<file path="src/design/dpc_pkg.sv">
// ----------------------------------------------------------------------------
// dpc_pkg
// shared types and constants of the depth pixel converter
// ----------------------------------------------------------------------------
package dpc_pkg;

   localparam int DEPTH_W = 16;
   localparam int COL_W   = 10;
   localparam int ROW_W   = 9;
   localparam int VALUE_W = 24;
   localparam int WORLD_W = 32;
   localparam int DIV_W   = 33;
   localparam int CSR_IDX_W  = 3;
   localparam int CSR_DATA_W = 24;

   typedef enum logic [2:0] {
      MODE_NORMALIZED = 3'd0,
      MODE_DISP_8BIT  = 3'd1,
      MODE_DISP_FIXED = 3'd2,
      MODE_POINTCLOUD = 3'd3,
      MODE_VALID_MAP  = 3'd4,
      MODE_RAW        = 3'd5
   } mode_type;

   typedef enum logic [CSR_IDX_W-1:0] {
      CSR_MODE        = 3'd0,
      CSR_SCALE       = 3'd1,
      CSR_DISP_NUM    = 3'd2,
      CSR_INV_FOCAL_X = 3'd3,
      CSR_INV_FOCAL_Y = 3'd4,
      CSR_CENTER_X    = 3'd5,
      CSR_CENTER_Y    = 3'd6,
      CSR_INVALID     = 3'd7
   } csr_index_type;

   localparam logic [2:0]  MODE_RESET    = 3'd5;
   localparam logic [15:0] SCALE_RESET   = 16'd8160;
   localparam logic [23:0] DISP_RESET    = 24'd43125;
   localparam logic [23:0] IFX_RESET     = 24'd28234;
   localparam logic [23:0] IFY_RESET     = 24'd28386;
   localparam logic [17:0] CX_RESET      = 18'd81743;
   localparam logic [17:0] CY_RESET      = 18'd62141;
   localparam logic [15:0] INVALID_RESET = 16'd0;

   typedef struct packed {
      logic                 valid;
      logic [DEPTH_W-1:0]   depth;
      logic                 pixel_valid;
   } side_type;

endpackage

</file>
<file path="src/design/dpc_divider.sv">
// ----------------------------------------------------------------------------
// dpc_divider
// pipelined restoring divider, one quotient bit per stage
// ----------------------------------------------------------------------------
module dpc_divider (
   input  logic                         clock,
   input  logic                         en,
   input  logic [dpc_pkg::DIV_W-1:0]    dividend,
   input  logic [dpc_pkg::DEPTH_W-1:0]  divisor,
   output logic [dpc_pkg::DIV_W-1:0]    quotient
);

   localparam int NW = dpc_pkg::DIV_W;
   localparam int DW = dpc_pkg::DEPTH_W;

   logic [NW-1:0] num_ff [NW];
   logic [DW-1:0] rem_ff [NW];
   logic [DW-1:0] den_ff [NW];

   genvar i;
   generate
      for (i = 0; i < NW; i++) begin : g_stage
         logic [NW-1:0] n_src;
         logic [DW-1:0] r_src;
         logic [DW-1:0] d_src;
         logic [DW:0]   trial;
         logic [DW:0]   diff;
         logic          ge;
         logic [NW-1:0] num_in;
         logic [DW-1:0] rem_in;

         if (i == 0) begin : g_first
            assign n_src = dividend;
            assign r_src = '0;
            assign d_src = divisor;
         end else begin : g_next
            assign n_src = num_ff[i-1];
            assign r_src = rem_ff[i-1];
            assign d_src = den_ff[i-1];
         end

         always_comb begin
            trial  = {r_src, n_src[NW-1]};
            diff   = trial - {1'b0, d_src};
            ge     = trial >= {1'b0, d_src};
            rem_in = ge ? diff[DW-1:0] : trial[DW-1:0];
            num_in = {n_src[NW-2:0], ge};
         end

         always_ff @(posedge clock) begin
            if (en) begin
               num_ff[i] <= num_in;
               rem_ff[i] <= rem_in;
               den_ff[i] <= d_src;
            end
         end
      end
   endgenerate

   assign quotient = num_ff[NW-1];

endmodule

</file>
<file path="config.mk">
export PLATFORM = sky130hd
export DESIGN_NAME = dpc_divider
export DESIGN_NICKNAME = d
export VERILOG_FILES = /design/src/design/dpc_pkg.sv /design/src/design/dpc_divider.sv
export SDC_FILE = /design/constraint.sdc
export NUM_CORES = 2
export LEC_CHECK = 0
export BUFFER_PORTS_ARGS = -buffer_cell sky130_fd_sc_hd__buf_2
export CAP_MARGIN = 20
export CORE_MARGIN = 10
export CORE_UTILIZATION = 40
export DETAILED_ROUTE_END_ITERATION = 10
export SYNTH_ARGS = -nofsm -noshare
export SYNTH_HDL_FRONTEND = slang
export SYNTH_SLANG_ARGS = --single-unit
</file>
<file path="constraint.sdc">
create_clock -name clock -period 4.1 [get_ports clock]
set_input_delay 0.205 -clock clock [delete_from_list [all_inputs] [get_ports clock]]
set_output_delay 0.205 -clock clock [all_outputs]
set_load 0.01 [all_outputs]
</file>
Word-level counts from Yosys, hierarchy flattened

Memory sizes are Yosys's and may differ from the RTL's.
Index checks and enable logic that the tools add are counted.

Register bits after elaboration: 0
Memory bits (writable): 2,145
Input port bits: 51
Output and inout port bits: 33
Word-level logic and storage cells: 104
Memories: 3

Add/sub/neg operators: 33
$lt $le $gt $ge: 33
Mux-type cells: 35

Memory list:

| memory | words | bits a word | rd ports | clocked after Yosys merged registers in | wr ports | line              | text |
|---|---|---|---|---|---|---|---|
| num_ff | 33    | 33          | 33       | 0                                       | 33       | dpc_divider.sv:16 | `logic [NW-1:0] num_ff [NW];` |
| den_ff | 33    | 16          | 32       | 0                                       | 33       | dpc_divider.sv:18 | `logic [DW-1:0] den_ff [NW];` |
| rem_ff | 33    | 16          | 32       | 0                                       | 33       | dpc_divider.sv:17 | `logic [DW-1:0] rem_ff [NW];` |

Operators by type and width:

| cell                                                           | number |
|---|---|
| 17-bit by 16-bit greater-or-equal comparator with 1-bit output | 32 |
| 16-bit 2-to-1 mux                                              | 33 |
| 16-bit subtractor                                              | 32 |
| 1-bit by 16-bit greater-or-equal comparator with 1-bit output  | 1 |
| 1-bit by 16-bit subtractor with 16-bit output                  | 1 |
| 1-bit 2-to-1 mux                                               | 2 |

Depth between registers and ports, before layout

An unclocked memory read counts as a cell.

Depth in word-level cells: 3
Mapped depth: 13
Gate-level depth less buffers: 12

Worst setup path after synthesis

Ideal clock, no wire load.

Path type: reg-to-reg
Start: memory den_ff[0][337] (netlist bit)
End: memory rem_ff[0][360] (netlist bit) (data pin)
Library setup time: 0.260 ns
Data arrival time: 2.967 ns
Data required time: 3.840 ns
Slack: 0.873 ns
Stages on the path, launching flop included: 14
Path buffers: 2
Period minus slack after synthesis: 3.227 ns
Path through: edfxtp_1 inv_1 ha_1 nor2b_4 o31a_1 or3_1 a21oi_2 a21oi_2 a221o_1 a41o_1 a211o_1 buf_6 buf_12 mux2_4

RTL lines:

| item               | line |
|---|---|
| start: declaration | dpc_divider.sv:18 |
| end: declaration   | dpc_divider.sv:17 |

==> flow_summary.ini <==
[floorplan]
io_pins = 84
dieArea_mm2 = 0.2522
start_util_pct = 40.33
fp-row-count = 176
core_area_mm2 = 0.2306
die_w_um = 502.2
die_h_um = 502.2

[grt]
grt_max_degree = 111
overflow = 0
grt_busiest_layer = met2
grt_pass1_vias = 50480
grt_first_pass_wirelength_um = 269400
grt_util_met3_pct = 2.284
antenna_found_initial = 2
met1_usage_pct = 17.12
grt_usage_pct = 13.01
use_met2_pct = 21.94

[worst_setup_path]
arrival_ps = 4360
path_max_fanout = 15
slowest_delay_ps = 560
cp_cell_sequence = inv_1 -> ha_1 -> nor2b_1 -> o21ai_0 -> a21boi_0 -> o31ai_1 -> a21oi_1 -> a2111oi_1 -> nand2_1 -> a31oi_2 -> buf_4 -> mux2_2
slowest_stage = o31ai_1
start_kind = flop
cp-end-kind = flop
crit_required_ps = 4710
crit_type = reg2reg

[detailed_routing]
wire_per_inst_um = 16.63
drc = 0
detail-route-antenna-nets = 0
vias = 50070
vias_per_cell = 5.010
drtPass1Iterations = 7
wl_um = 166200
drt-initial-drc-count = 2952

[pwr]
switchingPower_mw = 23.96
power.density_mw_per_mm2 = 729.5
power_frac_clock_pct = 27.2
p_int_mw = 53.77
p_seq_share_pct = 40.5
peakVddDrop_v = 0.0004461
pwr-share-comb_pct = 32.4
p_leak_nw = 40.64
p_sw_share_pct = 30.83

[place]
place.gp.congestion = 0.8678
io_buffers = 83
dpl_cell_area_mm2 = 0.09785
dp_hpwl_um = 113500

[timing]
hold_viol = 0
fmax_mhz = 266.5
fin_setup_tns_ps = 0
slew_viol_final = 0
rsz0062_at_grt = no
slew_headroom_pct = 32.07
max_slew.worst_pin.slew_ps = 1019
period_share_pct = 91.52
setup_violations = 0
fin_crit_ps = 3752
clock_skew_ps = 79.54

[synthesis]
ys_types = 83
yosysTopAreaCellShare_pct = 68.23
ys_warn_count = 0
synth-edff-count = 2113
synthArstFlopShare_pct = 0
ys_top_cells_by_area = edfxtp_1, ha_1, mux2_2
netlist_area_mm2 = 0.09299
synth.net_count = 6968
ys_ff_latch = 2113
synthFlopType = edfxtp_1
syn_inst = 6372
synth_area_leader_cell = edfxtp_1
ys_seq_area_share_pct = 68.23
syn_avg_cell_area_um2 = 14.59

[clock_network]
cts_inserted_buffers = 227
cts_root_buf = clkbuf_16
clock_latency_ps = 880
clk_path_buf_depth = 3
cts_max_level = 4
cts_tree = done
cts_sinks = 2113
clkTransAtPathRegs_ps = 60

[finish]
area_delta_synth_final_pct = 14.58
num-nets-final = 7371
regArea_mm2 = 0.06345
multi_input_area_mm2 = 0.02682
fillerInstances = 20030
drive_gt1_share_pct = 12.09
fin_area_mm2 = 0.1065

[status]
status = finished, final reports clean

[flow_run]
drv_cap = 0

[hold_path]
hold_class = in2reg
==> sequential cells by signal, summed over array words and instances (netlist names) <==
| name | cells |
|---|---|
| num_ff | 1089 |
| rem_ff | 512 |
| den_ff | 512 |
==> cell usage in the layout, fill, tap and decap left out, drive strengths merged, types with 19 or more instances in the layout <==
cell | synthesis | layout
nand3 | 86 | 86
nand2b | 63 | 63
mux2i | 41 | 41
clkbuf | 47 | 265
mux2 | 274 | 274
nor3 | 82 | 82
a211o | 19 | 19
dlygate4sd3 | 0 | 84
a21boi | 29 | 29
nor2b | 83 | 83
nand4 | 65 | 65
buf | 30 | 167
o21a | 81 | 81
a21o | 117 | 117
nor2 | 341 | 341
nor4 | 23 | 23
o21ai | 264 | 264
xor2 | 137 | 137
and3 | 28 | 28
edfxtp | 2113 | 2113
a211oi | 36 | 36
ha | 514 | 514
clkinv | 0 | 102
bufinv | 0 | 35
nand2 | 247 | 247
a31oi | 32 | 32
or3 | 22 | 22
fa | 31 | 31
o31a | 38 | 38
inv | 648 | 654
xnor2 | 231 | 231
o31ai | 22 | 22
o211ai | 26 | 26
a21oi | 390 | 390
==> per-stage QoR <==
step / total power, mW / utilization [%] / hold slack, ps / instances / worst slack (ps)
floorplan: 50.63 / - / 303.9 / 6372 / 872.7
global placement: 56.31 / 42.44 / 383.3 / 9488 / 461.9
detailed placement: 56.87 / 42.44 / 383.3 / 9488 / 421.9
CTS: 78.68 / 46.21 / 1.405 / 9993 / 367.4
global route: 82.85 / 46.21 / 7.464 / 9994 / 79.30
finish: 77.72 / 46.21 / 77.54 / 9994 / 347.8
==> cell usage after synthesis (7+ instances only) <==
cell          n
mux2_2      268
o31a_1       38
clkbuf_1     47
a31oi_1      29
nor2_1      341
fa_1         31
o21a_1       81
or2_2        18
nor3_1       81
or4_1        11
a31o_2       18
nand2_1     247
o21bai_1     17
a211o_1      19
nand4_1      65
a211oi_1     35
inv_1       648
nand3_1      86
o2111ai_1    10
ha_1        514
and4_1       14
o211ai_1     26
a21o_1      117
edfxtp_1   2113
nor2b_1      82
and3_1       28
a21oi_1     388
o21ai_0     259
o41ai_1       9
a41oi_1      13
or3_1        22
buf_2        19
nand3b_1      7
buf_1         7
nor4_1       23
xnor2_1     231
a2111oi_0    11
nor3b_1       8
and2_1       12
nand2b_1     63
o31ai_1      22
a21boi_0     28
mux2i_1      41
xor2_1      137
==> path summary, 6_finish.rpt <==
path                                                from                       end  slack [ps]  cells after the start
worst min-delay path                         dividend[7]    num_ff[0][8]$_DFFE_PP_          80                      2
worst max-delay path            den_ff[0][433]$_DFFE_PP_  rem_ff[0][460]$_DFFE_PP_         350                     12
worst max register to register  den_ff[0][433]$_DFFE_PP_  rem_ff[0][460]$_DFFE_PP_         350                     12
worst min register to register  num_ff[0][259]$_DFFE_PP_  num_ff[0][293]$_DFFE_PP_         340                      0
==> critical path, delay by kind of cell (launching register included) <==
kind / cells / cell delay, ps
fa+ha+maj: 1 / 230
flops: 1 / 440
mux: 1 / 370
simple gates: 2 / 250
compound gates: 6 / 1840
buf+inv: 2 / 350
==> layout make-up <==
class | count | area share, %
flip-flops and latches | 2113 | 59.55
multi-input cells | 3534 | 25.17
clock buffers | 265 | 5.465
well taps | 3026 | 3.554
inverters | 648 | 2.283
repair buffers | 251 | 2.067
clock inverters | 156 | 1.901
diodes | 1 | 0.002349
==> cell families after synthesis <==
group / after synthesis / synth area share [%]
xor gates and xnor gates: 368 / 3.466
adders and majority gates: 545 / 7.583
DFF: 2113 / 68.23
and+or+nand+nor: 1127 / 5.915
muxes: 315 / 3.780
AOI/OAI and AO/OA: 1179 / 8.031
buffers and inverters: 725 / 2.990
==> layer usage <==
layer	wire length, um	part of all wire [%]
met5	0	0
met4	4535	2.7
met3	6466	3.9
met2	80470	48
met1	74750	45
==> timing repair <==
item,in CTS,in global routing
hold buffers,84,0
setup buffers,0,0
resized for setup,0,0
hold endpoints to repair,83,0
==> power groups by stage <==
stage               logic, mW  clock network (mW)  registers [mW]
finish                   25.2                21.1            31.4
global route             28.2                22.8            31.9
CTS                      25.2                21.9            31.5
detailed placement       24.9                   0            32.0
global placement         24.4                   0            32.0
floorplan                19.7                   0            30.9
Note: power is estimated with default switching activity, not from simulation.
